## config.mk

```make
export PLATFORM = sky130hd
export DESIGN_NAME = scancode_to_ascii_fifo
export DESIGN_NICKNAME = d
export VERILOG_FILES = /design/src/hw/rtl/s2a_pkg.sv /design/src/hw/rtl/s2a_ram.sv /design/src/hw/rtl/s2a_front.sv /design/src/hw/rtl/s2a_queue.sv /design/src/hw/rtl/s2a_back.sv /design/src/hw/rtl/scancode_to_ascii_fifo.sv
export SDC_FILE = /design/constraint.sdc
export NUM_CORES = 1
export LEC_CHECK = 0
export BUFFER_PORTS_ARGS = -buffer_cell sky130_fd_sc_hd__buf_2
export CAP_MARGIN = 20
export CORE_ASPECT_RATIO = 0.6
export CORE_MARGIN = 8
export CORE_UTILIZATION = 53
export DETAILED_ROUTE_END_ITERATION = 16
export PLACE_DENSITY = 0.69
export SYNTH_ARGS = -nofsm -noshare
export SYNTH_HDL_FRONTEND = slang
export SYNTH_SLANG_ARGS = --single-unit
export TNS_END_PERCENT = 5
```

## constraint.sdc

```tcl
create_clock -name clk -period 5.5 [get_ports clk]
set_input_delay 1.1 -clock clk [delete_from_list [all_inputs] [get_ports clk]]
set_output_delay 1.1 -clock clk [all_outputs]
set_load 0.01 [all_outputs]
```

## src/hw/rtl/s2a_pkg.sv

```systemverilog
// Shared types, constants and key tables for the scancode-to-ASCII block.
// No dependencies; imported by every module of the block except s2a_ram.
`default_nettype none

package s2a_pkg;

  localparam int SCAN_W         = 8;
  localparam int CODE_W         = 7;
  localparam int CHAR_W         = 7;
  localparam int FILL_W         = 7;
  localparam int RING_DEPTH_DEF = 128;
  localparam int Q_DEPTH        = 2;
  localparam int REL_BIT        = 7;

  // Set-1 make codes of the two shift keys
  localparam logic [CODE_W-1:0] KEY_LSHIFT = 7'h2A;
  localparam logic [CODE_W-1:0] KEY_RSHIFT = 7'h36;

  // Request kinds on the input channel
  localparam logic REQ_SCAN = 1'b0;
  localparam logic REQ_READ = 1'b1;

  // Work handed from the front to the back
  typedef enum logic [1:0] {
    OP_NONE = 2'd0,
    OP_PUSH = 2'd1,
    OP_READ = 2'd2
  } op_kind_t;

  typedef struct packed {
    op_kind_t            kind;
    logic [CHAR_W-1:0]   ch;
  } op_t;

  // US layout, unshifted printable keys; zero means no character
  function automatic logic [CHAR_W-1:0] plain_key(input logic [CODE_W-1:0] code);
    case (code)
      7'h02: return 7'h31;  7'h03: return 7'h32;  7'h04: return 7'h33;
      7'h05: return 7'h34;  7'h06: return 7'h35;  7'h07: return 7'h36;
      7'h08: return 7'h37;  7'h09: return 7'h38;  7'h0A: return 7'h39;
      7'h0B: return 7'h30;  7'h0C: return 7'h2D;  7'h0D: return 7'h3D;
      7'h0E: return 7'h08;  7'h0F: return 7'h09;
      7'h10: return 7'h71;  7'h11: return 7'h77;  7'h12: return 7'h65;
      7'h13: return 7'h72;  7'h14: return 7'h74;  7'h15: return 7'h79;
      7'h16: return 7'h75;  7'h17: return 7'h69;  7'h18: return 7'h6F;
      7'h19: return 7'h70;  7'h1A: return 7'h5B;  7'h1B: return 7'h5D;
      7'h1C: return 7'h0A;
      7'h1E: return 7'h61;  7'h1F: return 7'h73;  7'h20: return 7'h64;
      7'h21: return 7'h66;  7'h22: return 7'h67;  7'h23: return 7'h68;
      7'h24: return 7'h6A;  7'h25: return 7'h6B;  7'h26: return 7'h6C;
      7'h27: return 7'h3B;  7'h28: return 7'h27;  7'h29: return 7'h60;
      7'h2B: return 7'h5C;
      7'h2C: return 7'h7A;  7'h2D: return 7'h78;  7'h2E: return 7'h63;
      7'h2F: return 7'h76;  7'h30: return 7'h62;  7'h31: return 7'h6E;
      7'h32: return 7'h6D;  7'h33: return 7'h2C;  7'h34: return 7'h2E;
      7'h35: return 7'h2F;
      7'h39: return 7'h20;
      default: return '0;
    endcase
  endfunction

  // US layout, shifted printable keys
  function automatic logic [CHAR_W-1:0] upper_key(input logic [CODE_W-1:0] code);
    case (code)
      7'h02: return 7'h21;  7'h03: return 7'h40;  7'h04: return 7'h23;
      7'h05: return 7'h24;  7'h06: return 7'h25;  7'h07: return 7'h5E;
      7'h08: return 7'h26;  7'h09: return 7'h2A;  7'h0A: return 7'h28;
      7'h0B: return 7'h29;  7'h0C: return 7'h5F;  7'h0D: return 7'h2B;
      7'h0E: return 7'h08;  7'h0F: return 7'h09;
      7'h10: return 7'h51;  7'h11: return 7'h57;  7'h12: return 7'h45;
      7'h13: return 7'h52;  7'h14: return 7'h54;  7'h15: return 7'h59;
      7'h16: return 7'h55;  7'h17: return 7'h49;  7'h18: return 7'h4F;
      7'h19: return 7'h50;  7'h1A: return 7'h7B;  7'h1B: return 7'h7D;
      7'h1C: return 7'h0A;
      7'h1E: return 7'h41;  7'h1F: return 7'h53;  7'h20: return 7'h44;
      7'h21: return 7'h46;  7'h22: return 7'h47;  7'h23: return 7'h48;
      7'h24: return 7'h4A;  7'h25: return 7'h4B;  7'h26: return 7'h4C;
      7'h27: return 7'h3A;  7'h28: return 7'h22;  7'h29: return 7'h7E;
      7'h2B: return 7'h7C;
      7'h2C: return 7'h5A;  7'h2D: return 7'h58;  7'h2E: return 7'h43;
      7'h2F: return 7'h56;  7'h30: return 7'h42;  7'h31: return 7'h4E;
      7'h32: return 7'h4D;  7'h33: return 7'h3C;  7'h34: return 7'h3E;
      7'h35: return 7'h3F;
      7'h39: return 7'h20;
      default: return '0;
    endcase
  endfunction

endpackage

`default_nettype wire

```

## src/hw/rtl/s2a_ram.sv

```systemverilog
// Generic simple dual-port RAM: one write port, one read port, registered read.
// No dependencies.
`default_nettype none

module s2a_ram #(
  parameter int WIDTH = 8,
  parameter int DEPTH = 16
) (
  input  wire logic                     clk,
  input  wire logic                     we,
  input  wire logic [$clog2(DEPTH)-1:0] waddr,
  input  wire logic [WIDTH-1:0]         wdata,
  input  wire logic                     re,
  input  wire logic [$clog2(DEPTH)-1:0] raddr,
  output logic      [WIDTH-1:0]         rdata
);

  logic [WIDTH-1:0] mem [DEPTH];

  // write port
  always_ff @(posedge clk) begin
    if (we) begin
      mem[waddr] <= wdata;
    end
  end

  // registered read, holds while re is low
  always_ff @(posedge clk) begin
    if (re) begin
      rdata <= mem[raddr];
    end
  end

endmodule

`default_nettype wire

```

## src/hw/rtl/s2a_front.sv

```systemverilog
// Front end: accepts input transactions, tracks shift and maps key presses.
// Depends on s2a_pkg (key tables, op_t).
`default_nettype none

module s2a_front
  import s2a_pkg::*;
(
  input  wire logic              clk,
  input  wire logic              rst_n,
  input  wire logic              in_valid,
  output logic                   in_ready,
  input  wire logic              in_req,
  input  wire logic [SCAN_W-1:0] in_scan,
  output logic                   q_push,
  output op_t                    q_data,
  input  wire logic              q_ready
);

  logic              shift_r, shift_nxt;
  logic [CODE_W-1:0] code;
  logic [CHAR_W-1:0] lookup;
  logic              accept;

  assign in_ready = q_ready;
  assign accept   = in_valid & q_ready;
  assign q_push   = accept;
  assign code     = in_scan[CODE_W-1:0];
  assign lookup   = shift_r ? upper_key(code) : plain_key(code);

  // classify the incoming transaction
  always_comb begin
    q_data    = '{kind: OP_NONE, ch: '0};
    shift_nxt = shift_r;
    if (in_req == REQ_READ) begin
      q_data.kind = OP_READ;
    end else if (in_scan[REL_BIT]) begin
      if (code inside {KEY_LSHIFT, KEY_RSHIFT}) begin
        shift_nxt = 1'b0;
      end
    end else if (code inside {KEY_LSHIFT, KEY_RSHIFT}) begin
      shift_nxt = 1'b1;
    end else if (lookup != '0) begin
      q_data.kind = OP_PUSH;
      q_data.ch   = lookup;
    end
  end

  // shift state
  always_ff @(posedge clk) begin
    if (!rst_n) begin
      shift_r <= 1'b0;
    end else if (accept) begin
      shift_r <= shift_nxt;
    end
  end

endmodule

`default_nettype wire

```

## src/hw/rtl/s2a_queue.sv

```systemverilog
// Short FIFO of decoded operations between front and back end.
// Depends on s2a_pkg (op_t, Q_DEPTH).
`default_nettype none

module s2a_queue
  import s2a_pkg::*;
(
  input  wire logic clk,
  input  wire logic rst_n,
  input  wire logic push,
  input  wire op_t  push_data,
  output logic      push_ready,
  input  wire logic pop,
  output logic      pop_valid,
  output op_t       pop_data
);

  localparam int QAW = $clog2(Q_DEPTH);
  localparam int QCW = QAW + 1;

  op_t            entry_r [Q_DEPTH];
  logic [QAW-1:0] wr_ptr_r, rd_ptr_r;
  logic [QCW-1:0] count_r;
  logic           do_push, do_pop;

  assign push_ready = (count_r != QCW'(Q_DEPTH));
  assign pop_valid  = (count_r != '0);
  assign pop_data   = entry_r[rd_ptr_r];
  assign do_push    = push & push_ready;
  assign do_pop     = pop & pop_valid;

  // storage
  always_ff @(posedge clk) begin
    if (do_push) begin
      entry_r[wr_ptr_r] <= push_data;
    end
  end

  // pointers and occupancy
  always_ff @(posedge clk) begin
    if (!rst_n) begin
      wr_ptr_r <= '0;
      rd_ptr_r <= '0;
      count_r  <= '0;
    end else begin
      if (do_push) begin
        wr_ptr_r <= (wr_ptr_r == QAW'(Q_DEPTH - 1)) ? '0 : wr_ptr_r + 1'b1;
      end
      if (do_pop) begin
        rd_ptr_r <= (rd_ptr_r == QAW'(Q_DEPTH - 1)) ? '0 : rd_ptr_r + 1'b1;
      end
      if (do_push && !do_pop) begin
        count_r <= count_r + 1'b1;
      end else if (do_pop && !do_push) begin
        count_r <= count_r - 1'b1;
      end
    end
  end

endmodule

`default_nettype wire

```

## src/hw/rtl/s2a_back.sv

```systemverilog
// Back end: character ring pointers, ring RAM and the result register.
// Depends on s2a_pkg and s2a_ram.
`default_nettype none

module s2a_back
  import s2a_pkg::*;
#(
  parameter int RING_DEPTH = RING_DEPTH_DEF
) (
  input  wire logic              clk,
  input  wire logic              rst_n,
  input  wire logic              q_valid,
  input  wire op_t               q_data,
  output logic                   q_pop,
  output logic                   out_valid,
  input  wire logic              out_ready,
  output logic [CHAR_W-1:0]      out_char,
  output logic                   out_char_valid,
  output logic                   out_dropped,
  output logic [FILL_W-1:0]      out_fill
);

  localparam int AW = $clog2(RING_DEPTH);
  localparam int CW = (AW + 1 > FILL_W) ? AW + 1 : FILL_W;

  logic [AW-1:0]     wp_r, wp_nxt, rp_r, rp_nxt, wp_inc, rp_inc;
  logic              empty, full, adv;
  logic              ram_we, ram_re;
  logic [CHAR_W-1:0] ram_rdata;
  logic [CW-1:0]     count;
  logic              res_vld_r, cv_r, drop_r, cv_nxt, drop_nxt;
  logic [FILL_W-1:0] fill_r;

  assign wp_inc = (wp_r == AW'(RING_DEPTH - 1)) ? '0 : wp_r + 1'b1;
  assign rp_inc = (rp_r == AW'(RING_DEPTH - 1)) ? '0 : rp_r + 1'b1;
  assign empty  = (wp_r == rp_r);
  assign full   = (wp_inc == rp_r);

  // execute one operation whenever the result register can take it
  assign adv   = q_valid & (~res_vld_r | out_ready);
  assign q_pop = adv;

  always_comb begin
    wp_nxt   = wp_r;
    rp_nxt   = rp_r;
    ram_we   = 1'b0;
    ram_re   = 1'b0;
    cv_nxt   = 1'b0;
    drop_nxt = 1'b0;
    if (adv) begin
      case (q_data.kind)
        OP_PUSH: begin
          if (full) begin
            drop_nxt = 1'b1;
          end else begin
            ram_we = 1'b1;
            wp_nxt = wp_inc;
          end
        end
        OP_READ: begin
          if (!empty) begin
            ram_re = 1'b1;
            cv_nxt = 1'b1;
            rp_nxt = rp_inc;
          end
        end
        default: begin
        end
      endcase
    end
  end

  // ring occupancy after this operation
  always_comb begin
    if (wp_nxt >= rp_nxt) begin
      count = CW'(wp_nxt) - CW'(rp_nxt);
    end else begin
      count = CW'(wp_nxt) + CW'(RING_DEPTH) - CW'(rp_nxt);
    end
  end

  s2a_ram #(
    .WIDTH (CHAR_W),
    .DEPTH (RING_DEPTH)
  ) u_ring (
    .clk   (clk),
    .we    (ram_we),
    .waddr (wp_r),
    .wdata (q_data.ch),
    .re    (ram_re),
    .raddr (rp_r),
    .rdata (ram_rdata)
  );

  // pointers
  always_ff @(posedge clk) begin
    if (!rst_n) begin
      wp_r <= '0;
      rp_r <= '0;
    end else begin
      wp_r <= wp_nxt;
      rp_r <= rp_nxt;
    end
  end

  // result register; RAM read data lines up with it
  always_ff @(posedge clk) begin
    if (!rst_n) begin
      res_vld_r <= 1'b0;
    end else if (adv) begin
      res_vld_r <= 1'b1;
    end else if (out_ready) begin
      res_vld_r <= 1'b0;
    end
  end

  always_ff @(posedge clk) begin
    if (adv) begin
      cv_r   <= cv_nxt;
      drop_r <= drop_nxt;
      fill_r <= count[FILL_W-1:0];
    end
  end

  assign out_valid      = res_vld_r;
  assign out_char       = cv_r ? ram_rdata : '0;
  assign out_char_valid = cv_r;
  assign out_dropped    = drop_r;
  assign out_fill       = fill_r;

endmodule

`default_nettype wire

```

## src/hw/rtl/scancode_to_ascii_fifo.sv

```systemverilog
// Set-1 scancode to ASCII converter with a character ring buffer.
// Throughput: one transaction per cycle sustained, in either direction, while out_tready is high.
// Path: an accepted transaction is written into the queue register, then into the
// result register, which raises out_tvalid; the ring RAM's registered read lines up.
// Reset (synchronous, rst_n low): shift flag, ring pointers, queue pointers and result
// valid flag clear at once; ring, queue and result data stay, no clearing pass.
`default_nettype none

module scancode_to_ascii_fifo
  import s2a_pkg::*;
#(
  parameter int RING_DEPTH = RING_DEPTH_DEF
) (
  input  wire logic        clk,
  input  wire logic        rst_n,
  input  wire logic        in_tvalid,
  output logic             in_tready,
  input  wire logic [7:0]  in_tdata,   // [7:0] scan_byte
  input  wire logic [0:0]  in_tuser,   // [0] req_type
  output logic             out_tvalid,
  input  wire logic        out_tready,
  output logic [15:0]      out_tdata   // [6:0] char_out, [7] char_valid,
                                       // [8] key_dropped, [15:9] fill_level
);

  logic              q_push, q_ready, q_valid, q_pop;
  op_t               q_in, q_out;
  logic [CHAR_W-1:0] r_char;
  logic              r_cv, r_drop;
  logic [FILL_W-1:0] r_fill;

  s2a_front u_front (
    .clk      (clk),
    .rst_n    (rst_n),
    .in_valid (in_tvalid),
    .in_ready (in_tready),
    .in_req   (in_tuser[0]),
    .in_scan  (in_tdata),
    .q_push   (q_push),
    .q_data   (q_in),
    .q_ready  (q_ready)
  );

  s2a_queue u_queue (
    .clk        (clk),
    .rst_n      (rst_n),
    .push       (q_push),
    .push_data  (q_in),
    .push_ready (q_ready),
    .pop        (q_pop),
    .pop_valid  (q_valid),
    .pop_data   (q_out)
  );

  s2a_back #(
    .RING_DEPTH (RING_DEPTH)
  ) u_back (
    .clk            (clk),
    .rst_n          (rst_n),
    .q_valid        (q_valid),
    .q_data         (q_out),
    .q_pop          (q_pop),
    .out_valid      (out_tvalid),
    .out_ready      (out_tready),
    .out_char       (r_char),
    .out_char_valid (r_cv),
    .out_dropped    (r_drop),
    .out_fill       (r_fill)
  );

  // pack result transaction
  assign out_tdata = {r_fill, r_drop, r_cv, r_char};

endmodule

`default_nettype wire
```

==> results.toml <==
[sta]
hold_viol = 0
skew_ns = 0.0222
fin_ws_ns = 0.812
timing.hold.ws_ns = 0.513
period_share_pct = 85.2
fmax_mhz = 213
relSlewSlack_pct = 30.3
worst_pin_slew_ns = 1.05
slew_viol_final = 0
setup_tns_ns = 0
rsz0062_at_grt = "no"
fin_crit_ns = 4.69
setup-violations-final = 0

[cells_and_area]
seqCellArea_um2 = 28400
fin_cells = 2950
final_area_um2 = 42200
syn_to_final_growth_pct = 9.54
n_antenna_cell = 0
fillers = 5188
multi_input_area_um2 = 9620
layout.nets = 1941
drive_gt1_share_pct = 25.3

[setup_path]
arrival_ns = 5.08
path_cells = "ha_1, and3_1, a31oi_1, a2111o_1, or4_1, nand3_4, mux2i_1, ha_1, fa_1, o21ai_0, a21oi_1, o21bai_1, a21oi_1, xnor2_1, xnor2_1"
slowest_stage = "or4_1"
end_kind = "register"
critPathKind = "register to register"
crit_buf_inv = 0
r2r_start = "u_back.wp_r[0]"
start_kind = "register"
required_ns = 5.89
worst-path-max-fanout = 13
startpoint = "u_back.wp_r[0]"
cp_slowest_stage_delay_ns = 0.68
crit_family = "simple AND/OR/NAND/NOR gates"
r2r_slack_ns = 0.81

[clocking]
cts_buffers = 83
clkSinkCount = 951
clk_latency_ns = 0.66
post_cts_buffers = 0
root_buffer = "clkbuf_16"
cts_hold_buffers = 0
clockBufferDepth = 3
path_clk_slew_ns = 0.07
htreeDepth = 3
cts_tree = "done"
cts_resized = 0

[min_path]
hold_class = "register to register"
hold_start = "u_back.out_valid"

[placement]
io_buffers = 30
dp_cells = 2797
pre_cts_slack_ns = 0.858
place_area_um2 = 39700
place.gp.congestion = 0.871
hpwl_um = 52700

[drt]
postRouteAntennaNets = 0
wl_um = 88200
wl_per_cell_um = 29.9
drcViolationCount = 0
first_pass_iters = 5
viasPerCell = 6.38
num_vias = 18800
drtIter0Drc = 2619

[logic_synthesis]
postSynthCellCount = 1879
synth_edf_count = 930
syn_area_um2 = 38600
ys_seq_area_share_pct = 73.5
synth_nets = 1913
synth.area.top_cells = "edfxtp_1 (72%), mux4_2 (17%), nor2_1 (1.6%)"
yosys.area.top_type = "edfxtp_1"
async_flop_share_pct = 0
ys_types = 74
ys_warn_count = 0
synth_ff_type = "edfxtp_1"
syn_avg_cell_area_um2 = 20.5
ys_ff_latch = 951
synth_top_area_share_pct = 72.4

[global_routing]
grt_max_degree = 142
top_usage_layer = "met1"
grt-ovfl-total = 0
antenna_found_initial = 4
groute.usage.overall_pct = 21.6
grt_pass1_wl_um = 130000
use_met1_pct = 34.4
grt_pass1_vias = 18500
met3_usage_pct = 6.00
met2_usage_pct = 30.1

[pwr]
leakagePower_nw = 12.9
pwr-share-seq_pct = 54.6
p_per_area_nw_per_um2 = 382
sw_frac_of_total_pct = 24.5
p_comb_share_pct = 10.2
clkPwrFrac_pct = 35.2
p_sw_w = 0.00396
p_int_w = 0.0122
peakVddDrop_uv = 264

[floorplanning]
dieArea_um2 = 81900
rows = 76
die_h_um = 225
initial_core_util_pct = 53.6
die_w_um = 364
core_um2 = 71900
ioPinCount = 31

[outcome]
status = "finished clean"

[flow_run]
drv_cap = 0
## flip-flops by register name, summed over array words and instances, names as in the netlist, named ones only
register	cells
u_queue.wr_ptr_r	1
u_queue.entry_r	18
u_back.out_valid	1
u_queue.count_r	2
u_back.wp_r	6
u_back.out_fill	7
u_back.rp_r	7
u_back.u_ring.mem	896
u_back.u_ring.rdata	7
u_back.out_char_valid	1
u_queue.rd_ptr_r	1
u_front.shift_r	1
u_back.out_dropped	1
## placed cells by master (no fill, tap or decap), types with 4 or more instances in the layout
master	Yosys	final
nand2_1	49	49
ha_1	20	20
nor2b_1	13	13
clkinv_2	0	15
inv_1	21	20
and3_1	7	7
nand2b_1	10	10
o211ai_1	6	6
mux2_4	0	7
o21ai_0	22	22
nor2_1	168	168
buf_4	10	26
and2_1	14	14
xor2_1	10	10
xnor2_1	14	14
nand3_1	16	16
buf_2	36	30
nor3_1	17	17
clkinv_1	2	14
a21oi_1	28	28
mux2i_1	5	5
mux2_2	12	5
clkbuf_16	0	83
clkbuf_1	50	27
a31oi_1	9	9
edfxtp_1	930	930
nor4_1	4	4
bufinv_16	0	4
mux4_2	296	296
dfxtp_1	21	18
## routing by layer
layer / wire (um) / part of all wire, % / up-vias
met5: 0 / 0 / -
met4: 1450 / 1.6 / 0
met3: 9520 / 11 / 103
met2: 38400 / 44 / 959
met1: 38800 / 44 / 9970
li1: - / - / 7786
## final timing paths
path,end,cells past startpoint
hold reg to reg,u_back.out_valid,2
setup / recovery,u_back.out_fill[6],15
setup reg to reg,u_back.out_fill[6],15
hold / removal,u_back.out_valid,2
## worst reg2reg max path: stages (launching register included)
cell,delay [ns]
dfxtp_1,0.67
ha_1,0.33
and3_1,0.30
a31oi_1,0.13
a2111o_1,0.45
or4_1,0.68
nand3_4,0.22
mux2i_1,0.13
ha_1,0.26
fa_1,0.41
o21ai_0,0.18
a21oi_1,0.14
o21bai_1,0.14
a21oi_1,0.10
xnor2_1,0.14
xnor2_1,0.14
## power groups by stage
| stage | Clock [W] | Sequential (W) | Combinational [W] |
|---|---|---|---|
| 2_1_floorplan | 0 | 0.00896 | 0.000961 |
| 3_3_place_gp | 0 | 0.00897 | 0.00160 |
| 3_5_place_dp | 0 | 0.00898 | 0.00166 |
| 4_1_cts | 0.00576 | 0.00882 | 0.00166 |
| 5_1_grt | 0.00604 | 0.00883 | 0.00177 |
| 6_report | 0.00569 | 0.00882 | 0.00164 |
## area by class of cell
cell class / instances / share of cell area (%)
clock inverter: 41 / 0.894
tap: 975 / 2.89
multi-input combinational: 790 / 22.8
inverter: 23 / 0.207
timing repair buffer: 58 / 0.912
sequential: 951 / 67.1
clock buffer: 112 / 5.22
## Yosys cell counts, types with 16 or more instances
master / count
ha_1: 20
nor3_1: 17
buf_2: 36
edfxtp_1: 930
dfxtp_1: 21
o21ai_0: 22
nand3_1: 16
nor2_1: 168
mux4_2: 296
nand2_1: 49
inv_1: 21
clkbuf_1: 50
a21oi_1: 28
## through the flow
| stage | util, % | power [W] |
|---|---|---|
| 4_1_cts | 58.8 | 0.0162 |
| 6_report | 58.8 | 0.0162 |
| 5_1_grt | 58.8 | 0.0166 |
| 3_5_place_dp | 55.2 | 0.0106 |
| 3_3_place_gp | 55.2 | 0.0106 |
| 2_1_floorplan | - | 0.00992 |
## kinds of logic (layout without fill, tap and decap cells)
| group | count (synthesis) | after routing | share of synthesized area (%) |
|---|---|---|---|
| adder cells (fa/ha/maj) | 21 | 21 | 0.701 |
| buffers and inverters | 138 | 234 | 1.64 |
| flip-flops | 951 | 951 | 73.5 |
| AND/OR/NAND/NOR | 321 | 321 | 3.88 |
| multiplexers | 313 | 313 | 17.8 |
| XOR/XNOR | 26 | 26 | 0.646 |
| AO/OA/AOI/OAI | 109 | 109 | 1.88 |
(Power assumes the default switching activity.)
